--- config.mk ---
export PLATFORM = sky130hd
export DESIGN_NAME = triangle_nco_with_vibrato_top
export DESIGN_NICKNAME = d
export VERILOG_FILES = /design/src/rtl/core/tnv_pkg.sv /design/src/rtl/core/triangle_nco_with_vibrato_top.sv /design/src/rtl/core/tnv_vib.sv
export VERILOG_INCLUDE_DIRS = /design/src /design/src/rtl/core
export SDC_FILE = /design/constraint.sdc
export NUM_CORES = 2
export LEC_CHECK = 0
export ABC_AREA = 1
export BUFFER_PORTS_ARGS = -buffer_cell sky130_fd_sc_hd__buf_2
export CAP_MARGIN = 20
export CORE_ASPECT_RATIO = 1.4
export CORE_MARGIN = 5
export CORE_UTILIZATION = 60
export DETAILED_ROUTE_END_ITERATION = 8
export HOLD_SLACK_MARGIN = 0.1
export PLACE_DENSITY = 0.87
export SLEW_MARGIN = 25
export SYNTH_ARGS = -nofsm -noshare
export SYNTH_HDL_FRONTEND = slang
export SYNTH_SLANG_ARGS = --single-unit
--- constraint.sdc ---
create_clock -name clk -period 11.53 [get_ports clk]
set_clock_uncertainty 0.15 [all_clocks]
set_input_delay 1.7295 -clock clk [delete_from_list [all_inputs] [get_ports clk]]
set_output_delay 1.7295 -clock clk [all_outputs]
set_load 0.01 [all_outputs]
--- src/rtl/core/triangle_nco_with_vibrato_top_macros.svh ---
// Assertion macros used by the triangle oscillator top level
`ifndef TRIANGLE_NCO_WITH_VIBRATO_TOP_MACROS_SVH
`define TRIANGLE_NCO_WITH_VIBRATO_TOP_MACROS_SVH

// same-cycle implication, checked on every rising edge outside reset
`define TNV_ASSERT_SAME(label, ante, cons, msg) \
	label: assert property (@(posedge clk) disable iff (!arst_n) (ante) |-> (cons)) \
		else $error(msg);

// next-cycle implication, checked on every rising edge outside reset
`define TNV_ASSERT_NEXT(label, ante, cons, msg) \
	label: assert property (@(posedge clk) disable iff (!arst_n) (ante) |=> (cons)) \
		else $error(msg);

`endif

--- src/rtl/core/tnv_pkg.sv ---
// Shared types and constants for the triangle oscillator with vibrato
`default_nettype none

package tnv_pkg;

	// configuration register indexes
	localparam int unsigned CFG_IDX_W = 2;
	localparam logic [CFG_IDX_W-1:0] REG_PHASE_STEP    = 2'd0;
	localparam logic [CFG_IDX_W-1:0] REG_VIBRATO_DEPTH = 2'd1;
	localparam logic [CFG_IDX_W-1:0] REG_LFO_STEP      = 2'd2;

	// quarter-wave sine polynomial coefficients, Q15
	localparam logic [31:0] POLY_A = 32'd51472;
	localparam logic [31:0] POLY_B = 32'd21024;
	localparam logic [31:0] POLY_C = 32'd2320;

	// largest sine magnitude, Q15
	localparam logic [31:0] SINE_MAX = 32'd32767;

	// vibrato sequencer steps
	typedef enum logic [2:0] {
		VS_IDLE,
		VS_X2,
		VS_T1,
		VS_T2,
		VS_S,
		VS_M,
		VS_D,
		VS_UPD
	} vib_state_t;

	// sequencer status towards the top level
	typedef struct packed {
		logic busy;
		logic done;
	} vib_stat_t;

endpackage

`default_nettype wire

--- src/rtl/core/triangle_nco_with_vibrato_top.sv ---
// Top level: triangle oscillator with vibrato mixed into an audio stream
// Usage:
// Input words (base_sample, last_channel) arrive on in_valid/in_stall, one per
// channel sample. Each word is mixed with the triangle at the current carrier
// phase and saturated; the result word (mixed_sample, clipped) appears on
// out_valid/out_stall in the cycle after acceptance, held in an output register.
// A word without last_channel needs no phase update, so such words stream at one per
// cycle while in_stall is low. A word with last_channel starts the phase update: the shared
// multiplier runs six products (sine polynomial, depth scaling, step scaling)
// and an update step, and in_stall stays high until that update step is done.
// When the receiver stalls with a result waiting, in_stall rises until the
// output register drains. Configuration writes (cfg_we, cfg_index, cfg_wdata)
// take effect at once and are to be made only while the block is idle; the
// block itself does not enforce it. Reset clears the configuration registers,
// both phases and the output valid.
`default_nettype none

module triangle_nco_with_vibrato_top #(
	parameter int SINE_ADDR_BITS = 10,
	parameter int SAMPLE_BITS    = 24
) (
	input  wire logic                           clk,
	input  wire logic                           arst_n,
	input  wire logic                           cfg_we,
	input  wire logic [tnv_pkg::CFG_IDX_W-1:0]  cfg_index,
	input  wire logic [31:0]                    cfg_wdata,
	input  wire logic                           in_valid,
	output logic                                in_stall,
	input  wire logic signed [SAMPLE_BITS-1:0]  base_sample,
	input  wire logic                           last_channel,
	output logic                                out_valid,
	input  wire logic                           out_stall,
	output logic signed [SAMPLE_BITS-1:0]       mixed_sample,
	output logic                                clipped
);

	logic [31:0] phase_step_q;
	logic [15:0] vibrato_depth_q;
	logic [31:0] lfo_step_q;
	logic [31:0] carrier_q;
	logic [31:0] lfo_q;

	logic                          out_valid_q;
	logic signed [SAMPLE_BITS-1:0] mixed_q;
	logic                          clipped_q;

	logic                          in_accept;
	tnv_pkg::vib_stat_t            vib_stat;
	logic [31:0]                   vib_inc;

	logic [61:0]                   ramp_wide_w;
	logic [SAMPLE_BITS-2:0]        ramp_w;
	logic [SAMPLE_BITS-1:0]        tri_mag_w;
	logic signed [SAMPLE_BITS:0]   tri_w;
	logic signed [SAMPLE_BITS+1:0] sum_w;
	logic                          ovf_w;
	logic signed [SAMPLE_BITS-1:0] sat_w;

	// handshake
	assign in_stall  = vib_stat.busy || (out_valid_q && out_stall);
	assign in_accept = in_valid && !in_stall;

	// configuration registers
	always_ff @(posedge clk or negedge arst_n) begin
		if (!arst_n) begin
			phase_step_q    <= '0;
			vibrato_depth_q <= '0;
			lfo_step_q      <= '0;
		end else if (cfg_we) begin
			case (cfg_index)
				tnv_pkg::REG_PHASE_STEP:    phase_step_q    <= cfg_wdata;
				tnv_pkg::REG_VIBRATO_DEPTH: vibrato_depth_q <= cfg_wdata[15:0];
				tnv_pkg::REG_LFO_STEP:      lfo_step_q      <= cfg_wdata;
				default: begin
				end
			endcase
		end
	end

	// vibrato increment unit
	tnv_vib #(
		.SINE_ADDR_BITS(SINE_ADDR_BITS)
	) u_vib (
		.clk       (clk),
		.arst_n    (arst_n),
		.start     (in_accept && last_channel),
		.lfo_phase (lfo_q),
		.depth     (vibrato_depth_q),
		.step      (phase_step_q),
		.stat      (vib_stat),
		.inc       (vib_inc)
	);

	// phase accumulators, advanced once per frame
	always_ff @(posedge clk or negedge arst_n) begin
		if (!arst_n) begin
			carrier_q <= '0;
			lfo_q     <= '0;
		end else if (vib_stat.done) begin
			carrier_q <= carrier_q + vib_inc;
			lfo_q     <= lfo_q + lfo_step_q;
		end
	end

	// triangle from the quadrant and the in-quadrant fraction
	assign ramp_wide_w = {32'd0, carrier_q[29:0]} << (SAMPLE_BITS - 1);
	assign ramp_w      = ramp_wide_w[30 +: SAMPLE_BITS-1];
	assign tri_mag_w   = carrier_q[30]
		? ({1'b1, {(SAMPLE_BITS-1){1'b0}}} - {1'b0, ramp_w})
		: {1'b0, ramp_w};
	assign tri_w = carrier_q[31] ? -$signed({1'b0, tri_mag_w}) : $signed({1'b0, tri_mag_w});

	// mix and saturate
	assign sum_w = {{2{base_sample[SAMPLE_BITS-1]}}, base_sample}
		+ {tri_w[SAMPLE_BITS], tri_w};
	assign ovf_w = !((sum_w[SAMPLE_BITS+1:SAMPLE_BITS-1] == '0)
		|| (sum_w[SAMPLE_BITS+1:SAMPLE_BITS-1] == '1));
	assign sat_w = sum_w[SAMPLE_BITS+1]
		? $signed({1'b1, {(SAMPLE_BITS-1){1'b0}}})
		: $signed({1'b0, {(SAMPLE_BITS-1){1'b1}}});

	// output register valid
	always_ff @(posedge clk or negedge arst_n) begin
		if (!arst_n) begin
			out_valid_q <= 1'b0;
		end else if (in_accept) begin
			out_valid_q <= 1'b1;
		end else if (!out_stall) begin
			out_valid_q <= 1'b0;
		end
	end

	// output register word
	always_ff @(posedge clk) begin
		if (in_accept) begin
			mixed_q   <= ovf_w ? sat_w : sum_w[SAMPLE_BITS-1:0];
			clipped_q <= ovf_w;
		end
	end

	assign out_valid    = out_valid_q;
	assign mixed_sample = mixed_q;
	assign clipped      = clipped_q;

	// checks
`include "triangle_nco_with_vibrato_top_macros.svh"

	`TNV_ASSERT_NEXT(a_frame_starts_update, in_accept && last_channel, vib_stat.busy, "no update")
	`TNV_ASSERT_NEXT(a_phase_hold, !vib_stat.done, $stable(carrier_q) && $stable(lfo_q), "phase moved")
	`TNV_ASSERT_NEXT(a_result_valid, in_accept, out_valid_q, "accepted word gave no result")

endmodule

`default_nettype wire

--- src/rtl/core/tnv_vib.sv ---
// Vibrato increment unit: sine polynomial and frequency scaling on one shared multiplier
`default_nettype none

module tnv_vib #(
	parameter int SINE_ADDR_BITS = 10
) (
	input  wire logic              clk,
	input  wire logic              arst_n,
	input  wire logic              start,
	input  wire logic [31:0]       lfo_phase,
	input  wire logic [15:0]       depth,
	input  wire logic [31:0]       step,
	output tnv_pkg::vib_stat_t     stat,
	output logic [31:0]            inc
);

	localparam int POS_W   = SINE_ADDR_BITS - 2;
	localparam int X_SHIFT = 17 - SINE_ADDR_BITS;

	tnv_pkg::vib_state_t state_q, state_d;

	logic [SINE_ADDR_BITS-1:0] addr_w;
	logic [POS_W-1:0]          pos_w;
	logic [15:0]               x_lin_w;
	logic [15:0]               x_w;
	logic [14:0]               s_clamp_w;
	logic [31:0]               mul_a;
	logic [31:0]               mul_b;
	logic [63:0]               prod_w;

	logic [15:0] x_q;
	logic [16:0] x2_q;
	logic [31:0] acc_q;
	logic        neg_q;

	// sine argument in Q15, mirrored in the odd quadrants
	assign addr_w  = lfo_phase[31 -: SINE_ADDR_BITS];
	assign pos_w   = addr_w[POS_W-1:0];
	assign x_lin_w = 16'(pos_w) << X_SHIFT;
	assign x_w     = addr_w[POS_W] ? 16'(17'd65536 / 17'd2 - 17'(x_lin_w)) : x_lin_w;

	// sine magnitude clamped below one
	assign s_clamp_w = (acc_q > tnv_pkg::SINE_MAX) ? 15'h7FFF : acc_q[14:0];

	// the shared multiplier
	assign prod_w = 64'(mul_a) * 64'(mul_b);

	// state register
	always_ff @(posedge clk or negedge arst_n) begin
		if (!arst_n) begin
			state_q <= tnv_pkg::VS_IDLE;
		end else begin
			state_q <= state_d;
		end
	end

	// next state and multiplier operand selection
	always_comb begin
		state_d = state_q;
		mul_a   = '0;
		mul_b   = '0;
		case (state_q)
			tnv_pkg::VS_IDLE: begin
				if (start) begin
					state_d = tnv_pkg::VS_X2;
				end
			end
			tnv_pkg::VS_X2: begin
				mul_a   = 32'(x_q);
				mul_b   = 32'(x_q);
				state_d = tnv_pkg::VS_T1;
			end
			tnv_pkg::VS_T1: begin
				mul_a   = tnv_pkg::POLY_C;
				mul_b   = 32'(x2_q);
				state_d = tnv_pkg::VS_T2;
			end
			tnv_pkg::VS_T2: begin
				mul_a   = tnv_pkg::POLY_B - acc_q;
				mul_b   = 32'(x2_q);
				state_d = tnv_pkg::VS_S;
			end
			tnv_pkg::VS_S: begin
				mul_a   = tnv_pkg::POLY_A - acc_q;
				mul_b   = 32'(x_q);
				state_d = tnv_pkg::VS_M;
			end
			tnv_pkg::VS_M: begin
				mul_a   = 32'(depth);
				mul_b   = 32'(s_clamp_w);
				state_d = tnv_pkg::VS_D;
			end
			tnv_pkg::VS_D: begin
				mul_a   = step;
				mul_b   = acc_q;
				state_d = tnv_pkg::VS_UPD;
			end
			tnv_pkg::VS_UPD: begin
				state_d = tnv_pkg::VS_IDLE;
			end
			default: begin
				state_d = tnv_pkg::VS_IDLE;
			end
		endcase
	end

	// datapath registers, loaded per step
	always_ff @(posedge clk) begin
		case (state_q)
			tnv_pkg::VS_IDLE: begin
				if (start) begin
					x_q   <= x_w;
					neg_q <= addr_w[SINE_ADDR_BITS-1];
				end
			end
			tnv_pkg::VS_X2: begin
				x2_q <= prod_w[31:15];
			end
			tnv_pkg::VS_T1, tnv_pkg::VS_T2, tnv_pkg::VS_S: begin
				acc_q <= prod_w[46:15];
			end
			tnv_pkg::VS_M: begin
				acc_q <= prod_w[31:0];
			end
			tnv_pkg::VS_D: begin
				acc_q <= prod_w[61:30];
			end
			default: begin
			end
		endcase
	end

	// carrier increment: step scaled up or down by the modulation
	assign inc = neg_q ? (step - acc_q) : (step + acc_q);

	assign stat.busy = (state_q != tnv_pkg::VS_IDLE);
	assign stat.done = (state_q == tnv_pkg::VS_UPD);

endmodule

`default_nettype wire
# [Yosys cells after proc, flatten, opt, wreduce, memory -nomap -nowiden]
# Cells that the tools add are included.
[totals] reg_bits=239 wordCells=71 out_inout_bits=27 inputBits=64
[classes] mux=14 multipliers=1 n_eq_ne=12 order_cmp=1 add_sub_neg=10 reduce_logical=19
[op_table] cell="$pmux 32 s6" count=1
[op_table] cell="$pmux 32 s4" count=1
[op_table] cell="$add 32x32->32" count=3
[op_table] cell="$pmux 32 s3" count=1
[op_table] cell="$mux 24" count=3
[op_table] cell="$mul 32x32->62" count=1
[op_table] cell="$gt 32x15->1 const B" count=1
[op_table] cell="$mux 32" count=1
[op_table] cell="$sub 15x32->32 const A" count=1
[op_table] cell="$sub 16x32->32 const A" count=1
[op_table] cell="$sub 32x32->32" count=1
[op_table] cell="$mux 15" count=2
[op_table] cell="$add 24x25->26" count=1
[op_table] cell="$mux 25" count=1
[op_table] cell="$neg 24->25" count=1
[op_table] cell="$pmux 3 s8" count=1
[op_table] cell="$sub 24x23->24 const A" count=1
[op_table] cell="$sub 16x15->16 const A" count=1
[op_table] cell="$eq 3x3->1 const B" count=5
[op_table] cell="$reduce_and 2->1" count=4
[op_table] cell="$eq 3x2->1 const B" count=2
[op_table] cell="$logic_not 3->1" count=2
[op_table] cell="$reduce_bool 3->1" count=2
[op_table] cell="$ne 2x1->1 const B" count=2
[op_table] cell="other kinds (11)" count=17

# [Longest topological paths before layout]
[depth] depth_word=8 mapped_depth=51 depth_no_buf=50

# [Hierarchy]
# Synthesis repeated with hierarchy kept, for this count alone.
[unflattened] cells_unflattened=6824 area_unflattened_um2=52285.1
[by_module_without_submodules] module="tnv_vib" cells_each=5051 instances=1 area_each_um2=39596.7 seq_area_each_um2=1846.8
[by_module_without_submodules] module="triangle_nco_with_vibrato_top" cells_each=1773 instances=1 area_each_um2=12688.4 seq_area_each_um2=4379.2

# [Least setup slack after synthesis]
# No wires, ideal clock.
[synth_path] path_type="register to register" start="reg u_vib.state_q[0]" end="reg u_vib.acc_q[20] (data pin)" period_less_slack_ns=8.599 path_slack_ns=2.931 path_buffers=1 setup_ns=0.259 required_time_ns=11.121 t_arrival_ns=8.190 stages_incl_launch_ff=46 cell_sequence="dfrtp_1 > nor2_1 > nand2_1 > inv_1 > ha_1 > inv_2 > nor2_4 > nand3_1 > nor2_1 > nand2_2 > nand2_2 > nand2_2 > o21ai_2 > nand2_1 > nor2_2 > inv_1 > o21ai_1 > nand3_1 > [10 not listed] > fa_1 > fa_1 > fa_1 > inv_1 > fa_1 > inv_1 > ha_1 > nand2_1 > nor2_1 > inv_1 > nor2_1 > and3_1 > nand3_1 > nand4_1 > a21oi_1 > or2_2 > nand3_1 > nand3_1"
[synth_via] elab_chain_len=5 elab_cells_between_ends=13 classes_between="mul: 1; eq/ne: 6; mux: 3; reduce/logical: 3"
[synth_rtl] item="from (decl)" line_no="tnv_vib.sv:20" text="tnv_pkg::vib_state_t state_q, state_d;"
[synth_rtl] item="from (signal assigned)" line_no="tnv_vib.sv:51" text="state_q <= tnv_pkg::VS_IDLE;"
[synth_rtl] item="from (signal assigned)" line_no="tnv_vib.sv:53" text="state_q <= state_d;"
[synth_rtl] item="$eq 3x1->1, or another cell as far along" line_no="tnv_vib.sv:62" text="case (state_q)"
[synth_rtl] item="$reduce_or 2->1 (no source line)"
[synth_rtl] item="$pmux 32 s4" line_no="tnv_vib.sv:62"
[synth_rtl] item="$mul 32x32->62" line_no="tnv_vib.sv:46" text="assign prod_w = 64'(mul_a) * 64'(mul_b);"
[synth_rtl] item="$pmux 32 s3 *" line_no="tnv_vib.sv:109" text="case (state_q)"
[synth_rtl] item="to (signal assigned)" line_no="tnv_vib.sv:120" text="acc_q <= prod_w[46:15];"
[synth_rtl] item="to (signal assigned)" line_no="tnv_vib.sv:123" text="acc_q <= prod_w[31:0];"
[synth_rtl] item="to (signal assigned)" line_no="tnv_vib.sv:126" text="acc_q <= prod_w[61:30];"
[synth_rtl] item="to (decl)" line_no="tnv_vib.sv:33" text="logic [31:0] acc_q;"
# Mark *: on every way between the ends. The rest lies on a longest branch, timed or not.
# A chain may end at the register's enable or synchronous reset.

# [Worst setup path after layout]
[layout_path] start="reg u_vib.state_q[0]" end="reg u_vib.acc_q[29] (data pin)"
[layout_via] elab_chain_len=5 elab_cells_between_ends=13 classes_between="mul: 1; eq/ne: 6; mux: 3; reduce/logical: 3"
[layout_rtl] item="$eq 3x1->1, or another cell as far along" line_no="tnv_vib.sv:62"
[layout_rtl] item="$reduce_or 2->1 (no source line)"
[layout_rtl] item="$pmux 32 s4" line_no="tnv_vib.sv:62"
[layout_rtl] item="$mul 32x32->62 *" line_no="tnv_vib.sv:46"
[layout_rtl] item="named net u_vib.prod_w[29]" line_no="tnv_vib.sv:29" text="logic [63:0] prod_w;"
[layout_rtl] item="$pmux 32 s3 *" line_no="tnv_vib.sv:109"
# Mark *: on every way through the listed nets, which the timed path passes. The rest lies on a longest branch.

==> metrics.cfg <==
[clock_tree]
clock_tree.htree_level_count=1
postCtsResizedCells=0
numClockSinks=232
cts_setup_buffers=0
path_clk_slew_ns=0.07
post_cts_hold_buffer_count=0
cts_buffers=22
clock_tree_from_tritoncts=done
ctsLongestPathBuffers=3
insertion_delay_ns=0.58
clk_root_buffer_cell=sky130_fd_sc_hd__clkbuf_16

[detailed_routing]
drt-wirelength-per-cell_um=24.6
drc=0
route.antenna.remaining_nets=0
initialDrtViolationCount=4878
via_per_inst=6.02
wl_um=193000
routed-via-count=47300
drt_pre_antenna_iters=7

[setup_path]
critical_path.reg2reg.endpoint=u_vib.acc_q[29]$_DFFE_PP_
path_max_fanout=15
data_arrival_critical_path_ns=11.04
timing.critical_path.from_type=flop
reg2reg_slack_ns=0.78
crit_required_ns=11.82
reg2regPathDepth=37
worst-setup-path-type=flop to flop
critical_path.reg2reg.startpoint=u_vib.state_q[0]$_DFFE_PN0P_
timing.critical_path.slowest_stage_cell=sky130_fd_sc_hd__clkinv_1
setup.worst_path.end_class=flop
slowest_delay_ns=0.92

[logic_synthesis]
area_fraction_in_compound_gates_after_synthesis_pct=7.47
async_flop_share_pct=63.8
largest_family_of_logic_cells_by_synthesized_area=adder cells
postSynth.topFlopCell=sky130_fd_sc_hd__dfrtp_1
synth_enable_flop_cells=84
synth.yosys.seq_area_share_pct=12.0
muxShareOfSynthArea_pct=0
netlist_area_um2=51700
ys_seq_elements=232
yosys_warnings=0
netlist-cell-type-count=59
synth_simple_gate_area_share_pct=21.1
total_nets_after_synthesis=8056
synth_xor_xnor_area_share_pct=3.05
synth-adder-area-share_pct=43.9
netlist_instances=6717
avgSynthCellArea_um2=7.70

[grt]
pin_count_of_the_biggest_net_entering_global_routing=81
first_global_vias=50600
grt_util_all_layers_pct=41.7
wire_length_of_the_first_global_routing_pass_um=290000
global_route.overflow_total=0
antenna_found_initial=7

[placement]
place.port_buffers=90
globalplace.congestion=1.13
dpl-instance-area_um2=53600
dpl.hpwl_um=157000

[floorplan]
fp.dieArea_um2=92300
num_io_pins=91
fp.coreArea_um2=85600
die_y_um=357
start_util_pct=60.4
std_cell_rows=127
fp.dieW_um=258

[worst_hold_path]
timing.hold.worst.start=vibrato_depth_q[1]$_DFFE_PN0P_
type_of_the_most_critical_hold_path=flop to flop
holdPathEnd=vibrato_depth_q[1]$_DFFE_PN0P_
timing.hold.worst_path_depth=2

[timing]
worst_pin_slew_ns=1.18
max_slew_margin_pct=20.7
tns_ns=0
drv_slew=0
layout_worst_path_cycle_share_pct=93.3
fmax_mhz=93.0
final_period_minus_worst_setup_slack_ns=10.75
timing_hold_violations_final=0
hold_slack_ns=0.346
timing.final.setup_violations=0
grt_setup_unrepaired=no

[outcome]
outcome=finished clean

[cells_and_area]
nNetsFinal=8081
area_growth_pct=5.26
drive_gt1_share_pct=5.84
final_util_pct=63.6
final_area_um2=54400

[job]
max-cap-violations=0

## worst max path at each step
stage,startpoint,endpoint,depth (start not counted)
final,u_vib.state_q[0]$_DFFE_PN0P_,u_vib.acc_q[29]$_DFFE_PP_,37
after global placement,u_vib.state_q[0]$_DFFE_PN0P_,u_vib.acc_q[29]$_DFFE_PP_,38
after CTS,u_vib.state_q[0]$_DFFE_PN0P_,u_vib.acc_q[29]$_DFFE_PP_,38
after global routing,u_vib.state_q[0]$_DFFE_PN0P_,u_vib.acc_q[17]$_DFFE_PP_,44
after floorplan,u_vib.state_q[0]$_DFFE_PN0P_,u_vib.acc_q[20]$_DFFE_PP_,45
after detailed placement,u_vib.state_q[0]$_DFFE_PN0P_,u_vib.acc_q[29]$_DFFE_PP_,38
## state kept, by name, indices dropped and copies added (netlist names)
| signal | count |
|---|---|
| phase_step_q | 32 |
| lfo_q | 32 |
| mixed_sample | 24 |
| out_valid | 1 |
| clipped | 1 |
| vibrato_depth_q | 16 |
| u_vib.x_q | 9 |
| carrier_q | 32 |
| u_vib.state_q | 3 |
| u_vib.x2_q | 17 |
| lfo_step_q | 32 |
| u_vib.acc_q | 32 |
| u_vib.neg_q | 1 |
## Yosys cell counts (29+ instances only)
library cell | instances | area (um^2)
sky130_fd_sc_hd__a21o_1 | 29 | 218
sky130_fd_sc_hd__a21oi_1 | 227 | 1140
sky130_fd_sc_hd__buf_2 | 82 | 410
sky130_fd_sc_hd__clkbuf_1 | 113 | 424
sky130_fd_sc_hd__dfrtp_1 | 148 | 3700
sky130_fd_sc_hd__edfxtp_1 | 84 | 2520
sky130_fd_sc_hd__fa_1 | 899 | 18000
sky130_fd_sc_hd__ha_1 | 376 | 4700
sky130_fd_sc_hd__inv_1 | 1407 | 5280
sky130_fd_sc_hd__inv_2 | 36 | 135
sky130_fd_sc_hd__nand2_1 | 1466 | 5500
sky130_fd_sc_hd__nand3_1 | 238 | 1190
sky130_fd_sc_hd__nor2_1 | 773 | 2900
sky130_fd_sc_hd__nor3_1 | 43 | 215
sky130_fd_sc_hd__o21ai_0 | 274 | 1370
sky130_fd_sc_hd__or2_2 | 29 | 181
sky130_fd_sc_hd__xnor2_1 | 56 | 490
sky130_fd_sc_hd__xor2_1 | 124 | 1090
## area by class of cell
cell class              instances  area (um^2)
diodes                          6         15.0
clock buffers                  28          614
clock inverters                12          150
fillers                      7311        31200
inverters                    1448         5440
multi-input cells            4820        39200
flip-flops and latches        232         6230
well taps                    1096         1370
repair buffers                218         1450
## stage by stage
| step | worst slack, ns | cells |
|---|---|---|
| 2_1_floorplan | 2.93 | 6717 |
| 4_1_cts | 1.01 | 7853 |
| 6_report | 0.778 | 7860 |
| 3_3_place_gp | 1.09 | 7813 |
| 5_1_grt | 0.359 | 7855 |
| 3_5_place_dp | 1.05 | 7813 |
## cell usage in the layout, fill, tap and decap left out, types with 89 or more instances in the layout
master and count:
sky130_fd_sc_hd__nand2_1 1466, sky130_fd_sc_hd__inv_1 1404, sky130_fd_sc_hd__fa_1 899, sky130_fd_sc_hd__nor2_1 763, sky130_fd_sc_hd__ha_1 376, sky130_fd_sc_hd__o21ai_0 274
sky130_fd_sc_hd__nand3_1 234, sky130_fd_sc_hd__a21oi_1 225, sky130_fd_sc_hd__dfrtp_1 148, sky130_fd_sc_hd__xor2_1 124, sky130_fd_sc_hd__buf_4 124, sky130_fd_sc_hd__buf_2 89
## worst max-delay path: cells and delay by family, from the launching register on
family,cells,cell delay (ns)
adders and majority gates,10,4.65
and+or+nand+nor,13,2.03
AOI/OAI and AO/OA,4,1.05
DFF,1,0.45
xor gates and xnor gates,1,0.58
buffers and inverters,9,1.64
## kinds of logic after synthesis
kind of cell	Yosys count
buffers and inverters	1665
xor gates and xnor gates	180
and+or+nand+nor	2684
AOI/OAI and AO/OA	681
adders and majority gates	1275
DFF	232
## metal layers
layer	track usage [%]	wire length (um)	part of all wire, %
met1	42.9	58800	30
met4	38.8	24600	13
met3	9.36	19800	10
met5	0	37	0.019
met2	70.4	90200	47
Power is left out: the tool's default activity adds up to more than one toggle a clock period on the data nets, which glitch-free logic cannot reach.
